<file path="config.mk">
export PLATFORM = sky130hd
export DESIGN_NAME = lowest_free_gate_allocator_core
export DESIGN_NICKNAME = d
export VERILOG_FILES = /design/src/rtl/lfga_pkg.sv /design/src/rtl/lfga_table.sv /design/src/rtl/lfga_scan.sv /design/src/rtl/lowest_free_gate_allocator_core.sv
export SDC_FILE = /design/constraint.sdc
export NUM_CORES = 2
export LEC_CHECK = 0
export BUFFER_PORTS_ARGS = -buffer_cell sky130_fd_sc_hd__buf_2
export CORE_ASPECT_RATIO = 0.75
export CORE_MARGIN = 5
export CORE_UTILIZATION = 40
export DETAILED_ROUTE_END_ITERATION = 12
export SYNTH_ARGS = -nofsm -noshare
export SYNTH_HDL_FRONTEND = slang
export SYNTH_HIERARCHICAL = 1
export SYNTH_MEMORY_MAX_BITS = 65536
export SYNTH_SLANG_ARGS = --single-unit
</file>
<file path="constraint.sdc">
create_clock -name clk_i -period 15.6 [get_ports clk_i]
set_input_delay 2.34 -clock clk_i [delete_from_list [all_inputs] [get_ports clk_i]]
set_output_delay 2.34 -clock clk_i [all_outputs]
set_load 0.01 [all_outputs]
</file>
<file path="src/rtl/lfga_pkg.sv">
`default_nettype none
// ----------------------------------------------------------------------------
// lfga_pkg
// Shared types and constants of the lowest-free gate allocator.
// ----------------------------------------------------------------------------
package lfga_pkg;

  localparam int MAX_GATES_DEF = 64;
  localparam int GATES_RESET   = 64;

  localparam int CFG_W   = 7;
  localparam int TIME_W  = 32;
  localparam int COUNT_W = 32;
  localparam int GNUM_W  = 7;
  localparam int LIMIT_W = 7;

  localparam int IN_DATA_W  = 72;  // 71 bits of fields, padded to 9 bytes
  localparam int OUT_DATA_W = 40;  // 40 bits of fields, exactly 5 bytes

  localparam logic [COUNT_W-1:0] SAT_COUNT = '1;

  localparam logic MODE_ALLOC = 1'b0;
  localparam logic MODE_READ  = 1'b1;

  // One input item.
  typedef struct packed {
    logic               mode;
    logic [TIME_W-1:0]  arrival_time;
    logic [TIME_W-1:0]  departure_time;
    logic [LIMIT_W-1:0] prefix_limit;
  } item_t;

  // One result item.
  typedef struct packed {
    logic               granted;
    logic [GNUM_W-1:0]  gate_number;
    logic [COUNT_W-1:0] prefix_served;
  } result_t;

  // One entry of the gate table.
  typedef struct packed {
    logic               busy;
    logic [TIME_W-1:0]  held_until;
    logic [COUNT_W-1:0] grant_count;
  } entry_t;

endpackage : lfga_pkg
`default_nettype wire

</file>
<file path="src/rtl/lfga_table.sv">
`default_nettype none
// ----------------------------------------------------------------------------
// lfga_table
// Gate table: one write port, one read port, registered read data.
// ----------------------------------------------------------------------------
module lfga_table
  import lfga_pkg::*;
#(
  parameter int MAX_GATES = MAX_GATES_DEF,
  parameter int IDX_W     = (MAX_GATES > 1) ? $clog2(MAX_GATES) : 1
) (
  input  wire logic             clk_i,
  input  wire logic             we_i,
  input  wire logic [IDX_W-1:0] waddr_i,
  input  wire entry_t           wdata_i,
  input  wire logic             re_i,
  input  wire logic [IDX_W-1:0] raddr_i,
  output entry_t                rdata_o
);

  entry_t mem_q [MAX_GATES];
  entry_t rdata_q;

  always_ff @(posedge clk_i) begin
    if (we_i) begin
      mem_q[waddr_i] <= wdata_i;
    end
  end

  always_ff @(posedge clk_i) begin
    if (re_i) begin
      rdata_q <= mem_q[raddr_i];
    end
  end

  assign rdata_o = rdata_q;

endmodule : lfga_table
`default_nettype wire

</file>
<file path="src/rtl/lfga_scan.sv">
`default_nettype none
// ----------------------------------------------------------------------------
// lfga_scan
// Sequencer that sweeps the gate table once per item, releasing, granting
// and summing in a read-modify-write pass.
// ----------------------------------------------------------------------------
module lfga_scan
  import lfga_pkg::*;
#(
  parameter int MAX_GATES = MAX_GATES_DEF,
  parameter int IDX_W     = (MAX_GATES > 1) ? $clog2(MAX_GATES) : 1,
  parameter int CNT_W     = $clog2(MAX_GATES + 1)
) (
  input  wire logic             clk_i,
  input  wire logic             rst_ni,
  input  wire logic             start_i,
  input  wire item_t            item_i,
  input  wire logic [CFG_W-1:0] gates_in_use_i,
  output logic                  ready_o,
  output logic                  res_valid_o,
  output result_t               res_o,
  input  wire logic             res_ready_i,
  output logic                  mem_we_o,
  output logic [IDX_W-1:0]      mem_waddr_o,
  output entry_t                mem_wdata_o,
  output logic                  mem_re_o,
  output logic [IDX_W-1:0]      mem_raddr_o,
  input  wire entry_t           mem_rdata_i
);

  localparam logic [1:0] ST_CLEAR = 2'd0;
  localparam logic [1:0] ST_IDLE  = 2'd1;
  localparam logic [1:0] ST_SCAN  = 2'd2;
  localparam logic [1:0] ST_DONE  = 2'd3;

  localparam logic [CNT_W-1:0] LAST_IDX = CNT_W'(MAX_GATES - 1);
  localparam logic [CNT_W-1:0] CNT_MAX  = CNT_W'(MAX_GATES);

  logic [1:0]         state_q, state_d;
  logic [CNT_W-1:0]   cnt_q, cnt_d;
  logic               rvld_q, rvld_d;
  logic [CNT_W-1:0]   ridx_q, ridx_d;

  logic               mode_q;
  logic [TIME_W-1:0]  arrival_q;
  logic [TIME_W-1:0]  departure_q;
  logic [CNT_W-1:0]   limit_q;
  logic [CNT_W-1:0]   usable_q;

  logic               granted_q, granted_d;
  logic [GNUM_W-1:0]  gate_q, gate_d;
  logic [COUNT_W-1:0] sum_q, sum_d;

  logic [31:0]        gates32;
  logic [31:0]        limit32;
  logic [CNT_W-1:0]   usable_in;
  logic [CNT_W-1:0]   limit_in;

  logic               released;
  logic               busy_now;
  logic [COUNT_W:0]   sum_wide;
  logic [COUNT_W-1:0] count_inc;
  logic [CNT_W:0]     gate_num_wide;

  // Clamp the register and the prefix limit to the table depth.
  assign gates32   = 32'(gates_in_use_i);
  assign limit32   = 32'(item_i.prefix_limit);
  assign usable_in = (gates32 > 32'(MAX_GATES)) ? CNT_MAX : CNT_W'(gates32);
  assign limit_in  = (limit32 > 32'(MAX_GATES)) ? CNT_MAX : CNT_W'(limit32);

  assign released      = mem_rdata_i.busy && (mem_rdata_i.held_until < arrival_q);
  assign busy_now      = mem_rdata_i.busy && !released;
  assign sum_wide      = {1'b0, sum_q} + {1'b0, mem_rdata_i.grant_count};
  assign count_inc     = (mem_rdata_i.grant_count == SAT_COUNT) ? SAT_COUNT :
                         mem_rdata_i.grant_count + COUNT_W'(1);
  assign gate_num_wide = {1'b0, ridx_q} + (CNT_W + 1)'(1);

  assign ready_o     = (state_q == ST_IDLE) || ((state_q == ST_DONE) && res_ready_i);
  assign res_valid_o = (state_q == ST_DONE);
  assign res_o       = '{granted: granted_q, gate_number: gate_q, prefix_served: sum_q};

  always_comb begin
    state_d     = state_q;
    cnt_d       = cnt_q;
    rvld_d      = 1'b0;
    ridx_d      = cnt_q;
    granted_d   = granted_q;
    gate_d      = gate_q;
    sum_d       = sum_q;
    mem_we_o    = 1'b0;
    mem_waddr_o = ridx_q[IDX_W-1:0];
    mem_wdata_o = mem_rdata_i;
    mem_re_o    = 1'b0;
    mem_raddr_o = cnt_q[IDX_W-1:0];

    case (state_q)
      ST_CLEAR: begin
        mem_we_o    = 1'b1;
        mem_waddr_o = cnt_q[IDX_W-1:0];
        mem_wdata_o = '0;
        cnt_d       = cnt_q + CNT_W'(1);
        if (cnt_q == LAST_IDX) begin
          state_d = ST_IDLE;
        end
      end
      ST_SCAN: begin
        if (cnt_q != CNT_MAX) begin
          mem_re_o = 1'b1;
          rvld_d   = 1'b1;
          cnt_d    = cnt_q + CNT_W'(1);
        end
        if (rvld_q) begin
          if (mode_q == MODE_READ) begin
            if (ridx_q < limit_q) begin
              sum_d = sum_wide[COUNT_W] ? SAT_COUNT : sum_wide[COUNT_W-1:0];
            end
          end else if (!granted_q && (ridx_q < usable_q) && !busy_now) begin
            mem_we_o    = 1'b1;
            mem_wdata_o = '{busy: 1'b1, held_until: departure_q, grant_count: count_inc};
            granted_d   = 1'b1;
            gate_d      = GNUM_W'(gate_num_wide);
          end else if (released) begin
            mem_we_o         = 1'b1;
            mem_wdata_o.busy = 1'b0;
          end
          if (ridx_q == LAST_IDX) begin
            state_d = ST_DONE;
          end
        end
      end
      ST_DONE: begin
        if (res_ready_i) begin
          state_d = ST_IDLE;
        end
      end
      default: begin
        state_d = ST_IDLE;
      end
    endcase

    // A new item may start from idle or in the cycle its predecessor leaves.
    if (start_i) begin
      state_d   = ST_SCAN;
      cnt_d     = '0;
      rvld_d    = 1'b0;
      granted_d = 1'b0;
      gate_d    = '0;
      sum_d     = '0;
    end
  end

  always_ff @(posedge clk_i or negedge rst_ni) begin
    if (!rst_ni) begin
      state_q <= ST_CLEAR;
      cnt_q   <= '0;
      rvld_q  <= 1'b0;
    end else begin
      state_q <= state_d;
      cnt_q   <= cnt_d;
      rvld_q  <= rvld_d;
    end
  end

  always_ff @(posedge clk_i) begin
    ridx_q    <= ridx_d;
    granted_q <= granted_d;
    gate_q    <= gate_d;
    sum_q     <= sum_d;
    if (start_i) begin
      mode_q      <= item_i.mode;
      arrival_q   <= item_i.arrival_time;
      departure_q <= item_i.departure_time;
      limit_q     <= limit_in;
      usable_q    <= usable_in;
    end
  end

  a_grant_has_gate: assert property (@(posedge clk_i) disable iff (!rst_ni)
    res_valid_o && res_o.granted |-> res_o.gate_number != '0)
    else $error("grant reported without a gate number");

  a_read_no_grant: assert property (@(posedge clk_i) disable iff (!rst_ni)
    res_valid_o && (mode_q == MODE_READ) |-> !res_o.granted && (res_o.gate_number == '0))
    else $error("read transaction reported a grant");

  a_no_write_idle: assert property (@(posedge clk_i) disable iff (!rst_ni)
    (state_q == ST_IDLE) || (state_q == ST_DONE) |-> !mem_we_o)
    else $error("table written outside a sweep");

  a_write_follows_read: assert property (@(posedge clk_i) disable iff (!rst_ni)
    (state_q == ST_SCAN) && mem_we_o |-> $past(mem_re_o) && (mem_waddr_o == $past(mem_raddr_o)))
    else $error("table write does not match the entry read before");

endmodule : lfga_scan
`default_nettype wire

</file>
<file path="src/rtl/lowest_free_gate_allocator_core.sv">
`default_nettype none
// ----------------------------------------------------------------------------
// lowest_free_gate_allocator_core
// Each input transaction sweeps the whole gate table; its result is then
// loaded into the output register. A new input transaction is taken only
// once the sweep before it has ended and its result has been handed over.
// Reset: gates_in_use returns to 64 and a clearing pass zeroes the table;
// no input transaction is taken until it ends.
// ----------------------------------------------------------------------------
module lowest_free_gate_allocator_core
  import lfga_pkg::*;
#(
  parameter int MAX_GATES = MAX_GATES_DEF
) (
  input  wire logic                  clk_i,
  input  wire logic                  rst_ni,
  // Configuration write channel: gates_in_use.
  input  wire logic                  cfg_valid_i,
  output logic                       cfg_ready_o,
  input  wire logic [CFG_W-1:0]      cfg_data_i,
  // Input stream.
  input  wire logic                  s_axis_tvalid,
  output logic                       s_axis_tready,
  // tdata: arrival_time[31:0], departure_time[63:32], prefix_limit[70:64],
  // zero padding[71]
  input  wire logic [IN_DATA_W-1:0]  s_axis_tdata,
  // tuser: mode (0 = allocation request, 1 = read of grant counts)
  input  wire logic                  s_axis_tuser,
  // Result stream.
  output logic                       m_axis_tvalid,
  input  wire logic                  m_axis_tready,
  // tdata: granted[0], gate_number[7:1], prefix_served[39:8]
  output logic [OUT_DATA_W-1:0]      m_axis_tdata
);

  localparam int IDX_W = (MAX_GATES > 1) ? $clog2(MAX_GATES) : 1;
  localparam int CNT_W = $clog2(MAX_GATES + 1);

  // The one configuration register. Writes are always taken; software must
  // only change it while the block has no transaction in flight; the block does not enforce this.
  logic [CFG_W-1:0] gates_in_use_q;

  assign cfg_ready_o = 1'b1;

  always_ff @(posedge clk_i or negedge rst_ni) begin
    if (!rst_ni) begin
      gates_in_use_q <= CFG_W'(GATES_RESET);
    end else if (cfg_valid_i) begin
      gates_in_use_q <= cfg_data_i;
    end
  end

  // Unpack the input transaction.
  item_t item;

  assign item.mode           = s_axis_tuser;
  assign item.arrival_time   = s_axis_tdata[31:0];
  assign item.departure_time = s_axis_tdata[63:32];
  assign item.prefix_limit   = s_axis_tdata[70:64];

  logic    scan_ready;
  logic    start;
  logic    res_valid;
  result_t res;
  logic    res_ready;

  assign s_axis_tready = scan_ready;
  assign start         = s_axis_tvalid && scan_ready;

  // Gate table traffic between the sequencer and the memory.
  logic             mem_we;
  logic [IDX_W-1:0] mem_waddr;
  entry_t           mem_wdata;
  logic             mem_re;
  logic [IDX_W-1:0] mem_raddr;
  entry_t           mem_rdata;

  lfga_table #(
    .MAX_GATES (MAX_GATES),
    .IDX_W     (IDX_W)
  ) u_table (
    .clk_i   (clk_i),
    .we_i    (mem_we),
    .waddr_i (mem_waddr),
    .wdata_i (mem_wdata),
    .re_i    (mem_re),
    .raddr_i (mem_raddr),
    .rdata_o (mem_rdata)
  );

  // Each item sweeps every entry: allocation requests release expired gates
  // and claim the lowest free one in the usable range, reads accumulate the
  // grant counts below the prefix limit with saturation.
  lfga_scan #(
    .MAX_GATES (MAX_GATES),
    .IDX_W     (IDX_W),
    .CNT_W     (CNT_W)
  ) u_scan (
    .clk_i          (clk_i),
    .rst_ni         (rst_ni),
    .start_i        (start),
    .item_i         (item),
    .gates_in_use_i (gates_in_use_q),
    .ready_o        (scan_ready),
    .res_valid_o    (res_valid),
    .res_o          (res),
    .res_ready_i    (res_ready),
    .mem_we_o       (mem_we),
    .mem_waddr_o    (mem_waddr),
    .mem_wdata_o    (mem_wdata),
    .mem_re_o       (mem_re),
    .mem_raddr_o    (mem_raddr),
    .mem_rdata_i    (mem_rdata)
  );

  // Output register. It frees the sequencer as soon as a result is handed
  // over, so the next input transaction can be taken while a finished result
  // still waits for the downstream side.
  logic                  out_valid_q;
  logic [OUT_DATA_W-1:0] out_data_q;

  assign res_ready = !out_valid_q || m_axis_tready;

  always_ff @(posedge clk_i or negedge rst_ni) begin
    if (!rst_ni) begin
      out_valid_q <= 1'b0;
    end else if (res_ready) begin
      out_valid_q <= res_valid;
    end
  end

  always_ff @(posedge clk_i) begin
    if (res_ready && res_valid) begin
      out_data_q <= {res.prefix_served, res.gate_number, res.granted};
    end
  end

  assign m_axis_tvalid = out_valid_q;
  assign m_axis_tdata  = out_data_q;

endmodule : lowest_free_gate_allocator_core
`default_nettype wire

</file>
Word level (Yosys, flattened, before mapping)
Memory sizes are Yosys's and may differ from the RTL's. A register that Yosys moved wholly into a read port is not among the register bits. Index checks and enable logic that the tools add are counted.

Register bits: 184. Latch bits: 0. Memories kept: 1. Bits in read-only memories: 0. RAM bits: 4160. Output and inout port bits: 43.

$add $sub $neg: 4. Reduce and logical (&&, ||, !) cells: 18. Divide/modulo/power cells: 0. Bitwise gates (word level): 1. Equal/unequal tests: 12. Shifts and indexed selects: 0. Multiplexer cells: 28. Magnitude comparators: 5. $mul: 0.

Memory list: u_table.mem_q (depth 64, bits a word 65, read ports 1, clocked after Yosys merged registers in 1, wr ports 1, RTL line lfga_table.sv:21) `entry_t mem_q [MAX_GATES];`.

Operator list (number): $mux 65 (2); $pmux 65 s2 (1); $mux 32 (2); $mux 64 (1); $add 32x32->33 (1); $add 32x1->32 const B (1); $eq 32x32->1 const B (1); $lt 32x32->1 (1); $ne 3x2->1 const B (5); $add 7x1->7 const B (2); $eq 7x6->1 const B (2); $gt 7x7->1 const B (2); $lt 7x7->1 (2); $mux 7 (2); $pmux 7 s2 (1); $reduce_and 4->1 (3); $mux 1 (11); $mux 2 (5); $ne 7x7->1 const B (1); $logic_and 1x1->1 (6); $mux 6 (1); $pmux 2 s3 (1); $eq 2x2->1 const B (2); $logic_not 1->1 (4); other kinds (7) (8).

Longest topological paths before layout
Depth after elaboration: 12. Mapped depth: 13. Gate-level depth less buffers: 12.

Modules after synthesis
The synthesis kept the hierarchy.

Modules (own cells, without submodules): lfga_table (area each 158981.2 um2, cells an instance 6606, instances 1); lfga_scan (area each 8852.2 um2, cells an instance 946, instances 1); lowest_free_gate_allocator_core (area each 1555.2 um2, cells an instance 62, instances 1).

Worst setup path after synthesis
OpenSTA, ideal clock, no wires.

Path kind: register to register. Start: register, netlist name u_table/rdata_o[62]. End: memory u_table/mem_q[49][0] (netlist bit), enable pin. Period minus slack after synthesis: 7405 ps. Path slack: 8195 ps. Required time: 15033 ps. Arrival time: 6838 ps. Cell stages (with the launch flop): 11. Setup time: 567 ps. Cells stage by stage: edfxtp_1 ha_1 a21oi_1 nand2_1 a221oi_1 o21ai_0 nor3_1 a21oi_1 o31ai_1 nand4_1 nor3_1.

Word-level cells in the longest chain between the ends: 12. Elaborated cells on any way between the ends: 13. Classes of those cells: 1 x order compare; 7 x mux; 5 x reduce/logical.

RTL lines: $lt 32x32->1 * (RTL line lfga_scan.sv:71) `assign released = mem_rdata_i.busy && (mem_rdata_i.held_until < arrival_q);`; $logic_and 1x1->1 * (RTL line lfga_scan.sv:71); $logic_not 1->1 (RTL line lfga_scan.sv:72) `assign busy_now = mem_rdata_i.busy && !released;`; $logic_and 1x1->1 (RTL line lfga_scan.sv:72); $logic_not 1->1 (RTL line lfga_scan.sv:117) `end else if (!granted_q && (ridx_q < usable_q) && !busy_now) begin`; $logic_and 1x1->1 (RTL line lfga_scan.sv:117); $mux 1 * (RTL line lfga_scan.sv:117); $mux 1 * (RTL line lfga_scan.sv:113) `if (mode_q == MODE_READ) begin`; $mux 1 * (RTL line lfga_scan.sv:112) `if (rvld_q) begin`; $pmux 1 s2 * (RTL line lfga_scan.sv:96) `case (state_q)`; net mem_we (RTL line lowest_free_gate_allocator_core.sv:71) `logic mem_we;`; $mux 1 * (RTL line lfga_table.sv:25) `if (we_i) begin`; $mux 1 (implied by the code) * (RTL line lfga_table.sv:26) `mem_q[waddr_i] <= wdata_i;`; end, declared (RTL line lfga_table.sv:21).

Mark *: on every way through the listed nets, which the timed path passes. The rest lies on a longest branch.

Final worst setup path
Start: register, netlist name u_table/rdata_o[50]. End: memory u_table/mem_q[38][46] (netlist bit), enable pin.

Word-level cells in the longest chain between the ends: 12. Elaborated cells on any way between the ends: 13. Classes of those cells: 1 x order compare; 7 x mux; 5 x reduce/logical.

RTL lines (RTL line): $lt 32x32->1 * (lfga_scan.sv:71); $logic_and 1x1->1 * (lfga_scan.sv:71); $logic_not 1->1 (lfga_scan.sv:72); $logic_and 1x1->1 (lfga_scan.sv:72); $logic_not 1->1 (lfga_scan.sv:117); $logic_and 1x1->1 (lfga_scan.sv:117); $mux 1 * (lfga_scan.sv:117); $mux 1 * (lfga_scan.sv:113); $mux 1 * (lfga_scan.sv:112); $pmux 1 s2 * (lfga_scan.sv:96); net mem_we (lowest_free_gate_allocator_core.sv:71); $mux 1 * (lfga_table.sv:25); $mux 1 (implied by the code) * (lfga_table.sv:26).

Marks and branches as above.

==> results.py <==
metrics = {
    "outcome": {
        "run_status": "complete, no violations",
    },
    "pwr": {
        "power_density_mw_per_mm2": 200,
        "worst_ir_drop_vdd_mv": 0.154,
        "post-layout-total-power_mw": 38.3,
        "power.static_leakage_nw": 59.9,
    },
    "yosys": {
        "postSynthAreaPerCell_um2": 22.2,
        "mappedNetlistArea_mm2": 0.169,
        "yosys.area.top_type_share_pct": 77.0,
        "synth.largest_area_cell": "sky130_fd_sc_hd__edfxtp_1",
        "number_of_enable_flip_flop_cells_after_synthesis": 4344,
        "synthesis.nets": 7779,
        "ys_dominant_reg_cell": "sky130_fd_sc_hd__edfxtp_1",
        "async_flop_share_pct": 0.408,
        "yosys_warning_total": 6,
        "ys_ff_latch": 4409,
        "synth_sequential_area_ratio_pct": 77.8,
        "ys_types": 74,
        "netlist_instances": 7614,
        "synth.top_cells.by_area": "sky130_fd_sc_hd__edfxtp_1 (77%), sky130_fd_sc_hd__mux4_2 (14%), sky130_fd_sc_hd__a22oi_1 (1.2%)",
    },
    "sta": {
        "setup_repair_after_global_routing_missed_its_margin": "false",
        "final.setup_skew_ns": 0.0654,
        "final_hold_viols": 0,
        "fin_setup_tns_ns": 0,
        "post-route-min-period_ns": 6.16,
        "postLayoutSetupSlackWorst_ns": 9.44,
        "timing_max_transition_violations_final": 0,
        "setup_viol": 0,
        "holdWs_ns": 0.434,
        "final.period_utilization_pct": 39.5,
        "worstMarginPinSlew_ns": 1.39,
        "max_clock_freq_mhz": 162,
        "worst_max_slew_margin_expressed_relative_to_the_limit_pct": 7.02,
    },
    "clock_network": {
        "cts.clk_slew.worst_paths_ns": 0.07,
        "cts-root-to-sink-buffers": 4,
        "clock_tree_from_tritoncts": "yes",
        "clock-root-buffer": "sky130_fd_sc_hd__clkbuf_16",
        "cts-buffers-inserted": 399,
        "cts-htree-levels": 5,
        "cts-hold-fix-buffers": 0,
        "postCtsSetupBuffers": 0,
        "tritoncts_sinks": 4409,
        "worstSkewPairLatency_ns": 0.97,
        "cts_resized": 0,
    },
    "critical_path": {
        "setup_cp_type": "reg -> reg",
        "worstSetupEndpointType": "flip-flop",
        "timing.critical_path.required_ns": 16.15,
        "cp_top_family": "simple AND/OR/NAND/NOR gates",
        "cp_cell_sequence": "ha_1, a21oi_1, o21ai_0, a221oi_1, o21ai_2, nor3_1, a21oi_1, o31ai_2, buf_4, nor2b_1, nand3_1, nor2_4, buf_4, buf_4",
        "critPathMaxStageDelay_ns": 0.86,
        "critical_path_arrival_ns": 6.72,
        "cp_max_fo": 27,
        "most_common_cell_on_crit_path": "sky130_fd_sc_hd__buf_4",
        "path_buf_inv": 3,
        "cp-start-kind": "flip-flop",
        "cp_slowest_cell": "sky130_fd_sc_hd__nor2_4",
    },
    "flow_run": {
        "maximum_capacitance_violations": 0,
    },
    "finish": {
        "areaGrowthSynthToFinish_pct": 12.8,
        "layout_common_cells": "sky130_fd_sc_hd__edfxtp_1 (4344), sky130_fd_sc_hd__mux4_2 (1040), sky130_fd_sc_hd__clkbuf_16 (406), sky130_fd_sc_hd__buf_4 (275), sky130_fd_sc_hd__a22oi_1 (261)",
        "finish.net_count": 8164,
        "final_std_cell_area_no_fill_mm2": 0.191,
        "fraction_of_final_layout_cells_with_drive_strength_greater_than_1_pct": 26.4,
        "layout_commonest_cell": "sky130_fd_sc_hd__edfxtp_1",
    },
    "grt": {
        "vias_in_the_first_global_route": 83800,
        "pin_count_of_the_biggest_net_entering_global_routing": 114,
        "global_route.overflow_total": 0,
        "grt_first_pass_wirelength_mm": 675,
        "grt_util_all_layers_pct": 21.9,
        "grt_antenna_before_repair": 27,
    },
    "floorplan": {
        "floorplan.initialDensity_pct": 40.0,
        "floorplan.die.height_um": 574,
        "design.die.area_mm2": 0.437,
        "core_region_area_mm2": 0.423,
        "placementRows": 207,
        "die_width_um": 761,
        "io-pin-count": 128,
    },
    "placed_design": {
        "dp_worst_setup_slack_ns": 9.40,
        "port_buffers": 125,
        "place_hpwl_mm": 269,
        "globalplace.congestion": 0.815,
        "dpl_cell_area_mm2": 0.178,
    },
    "detailed_routing": {
        "wl_mm": 487,
        "drc": 0,
        "drt-wirelength-per-cell_um": 34.8,
        "drt_iter0_markers": 13800,
        "detail-route-antenna-nets": 0,
        "drt-pass1-iter-count": 6,
        "route.vias.total": 86400,
        "avgViaCountPerCell": 6.17,
    },
    "worst_hold_path": {
        "hold_class": "reg -> reg",
    },
}
cells in the mapped netlist (10+ instances only):
cell type / instances
sky130_fd_sc_hd__a22oi_1: 261
sky130_fd_sc_hd__a21oi_1: 71
sky130_fd_sc_hd__xor2_1: 21
sky130_fd_sc_hd__buf_4: 46
sky130_fd_sc_hd__edfxtp_1: 4344
sky130_fd_sc_hd__inv_1: 63
sky130_fd_sc_hd__dfrtp_1: 17
sky130_fd_sc_hd__and3_1: 20
sky130_fd_sc_hd__ha_1: 79
sky130_fd_sc_hd__nand3b_1: 25
sky130_fd_sc_hd__nand2b_1: 22
sky130_fd_sc_hd__buf_6: 21
sky130_fd_sc_hd__nor3_1: 19
sky130_fd_sc_hd__nand4_1: 23
sky130_fd_sc_hd__nor2_1: 203
sky130_fd_sc_hd__clkbuf_1: 147
sky130_fd_sc_hd__a22o_1: 32
sky130_fd_sc_hd__a211oi_2: 13
sky130_fd_sc_hd__buf_1: 18
sky130_fd_sc_hd__nand2_1: 74
sky130_fd_sc_hd__o221ai_1: 46
sky130_fd_sc_hd__o21ai_0: 42
sky130_fd_sc_hd__nor2b_1: 27
sky130_fd_sc_hd__a211oi_1: 97
sky130_fd_sc_hd__dfxtp_1: 47
sky130_fd_sc_hd__o21a_1: 10
sky130_fd_sc_hd__o22ai_1: 131
sky130_fd_sc_hd__nand3_1: 143
sky130_fd_sc_hd__and2_1: 10
sky130_fd_sc_hd__o211a_1: 65
sky130_fd_sc_hd__xnor2_1: 17
sky130_fd_sc_hd__mux2i_1: 107
sky130_fd_sc_hd__mux4_2: 1040
sky130_fd_sc_hd__buf_2: 195
path summary, 6_finish.rpt:
path / from / to / slack, ns / cells after the start
worst max-delay path: u_table/rdata_o[50]$_DFFE_PP_ / u_table/mem_q[38][46]$_DFFE_PP_ / 9.44 / 14
worst min-delay path: u_scan/gate_q[5]$_SDFFE_PP0P_ / m_axis_tdata[6]$_DFFE_PP_ / 0.43 / 0
worst max register to register: u_table/rdata_o[50]$_DFFE_PP_ / u_table/mem_q[38][46]$_DFFE_PP_ / 9.44 / 14
worst min register to register: u_scan/gate_q[5]$_SDFFE_PP0P_ / m_axis_tdata[6]$_DFFE_PP_ / 0.43 / 0
max in group asynchronous: rst_ni / u_scan/cnt_q[4]$_DFFE_PN0P_ / 13.85 / 1
min in group asynchronous: rst_ni / u_scan/cnt_q[6]$_DFFE_PN0P_ / 1.37 / 1
power by group:
group / internal [mW] / switching, mW / total, mW
Sequential: 15.9 / 0.600 / 16.5
Clock: 5.52 / 4.35 / 9.87
Combinational: 4.05 / 7.86 / 11.9
per-stage QoR:
stage | utilization (%) | cells
finish | 45.2 | 14000
global route | 45.2 | 14000
CTS | 45.2 | 14000
detailed placement | 42.1 | 13200
global placement | 42.1 | 13200
floorplan | - | 7614
flip-flops by register name, summed over array words and instances, names as in the netlist:
| name | count |
|---|---|
| gates_in_use_q | 7 |
| m_axis_tdata | 40 |
| m_axis_tvalid | 1 |
| u_scan/arrival_q | 32 |
| u_scan/cnt_q | 7 |
| u_scan/departure_q | 32 |
| u_scan/gate_q | 7 |
| u_scan/granted_q | 1 |
| u_scan/limit_q | 7 |
| u_scan/mode_q | 1 |
| u_scan/ridx_q | 7 |
| u_scan/rvld_q | 1 |
| u_scan/state_q | 2 |
| u_scan/sum_q | 32 |
| u_scan/usable_q | 7 |
| u_table/mem_q | 4160 |
| u_table/rdata_o | 65 |
routing by layer:
layer	vias to the layer above	GRT usage, %	wire (µm)	part of all wire (%)
met4	4	5.61	13200	2.7
met1	46800	34.0	203000	42
met3	729	5.34	62200	13
met2	5515	30.9	208000	43
met5	-	0	235	0.048
li1	33400	-	-	-
area by class of cell:
type,instances,area [µm²]
inverters,63,239
clock inverters,243,2450
fillers,34900,232000
multi-input cells,2715,36100
clock buffers,486,10500
well taps,5643,7060
flip-flops and latches,4409,132000
diodes,23,57.6
repair buffers,411,2910
cells by family after synthesis:
group / Yosys count / share of synthesized area, %
AOI/OAI and AO/OA: 838 / 3.68
xor gates and xnor gates: 38 / 0.196
adders and majority gates: 80 / 0.595
buffers and inverters: 490 / 1.42
DFF: 4409 / 77.8
muxes: 1154 / 14.5
other: 1 / 0.00221
and+or+nand+nor: 604 / 1.75
No activity file was read; power rests on OpenSTA's default activity.
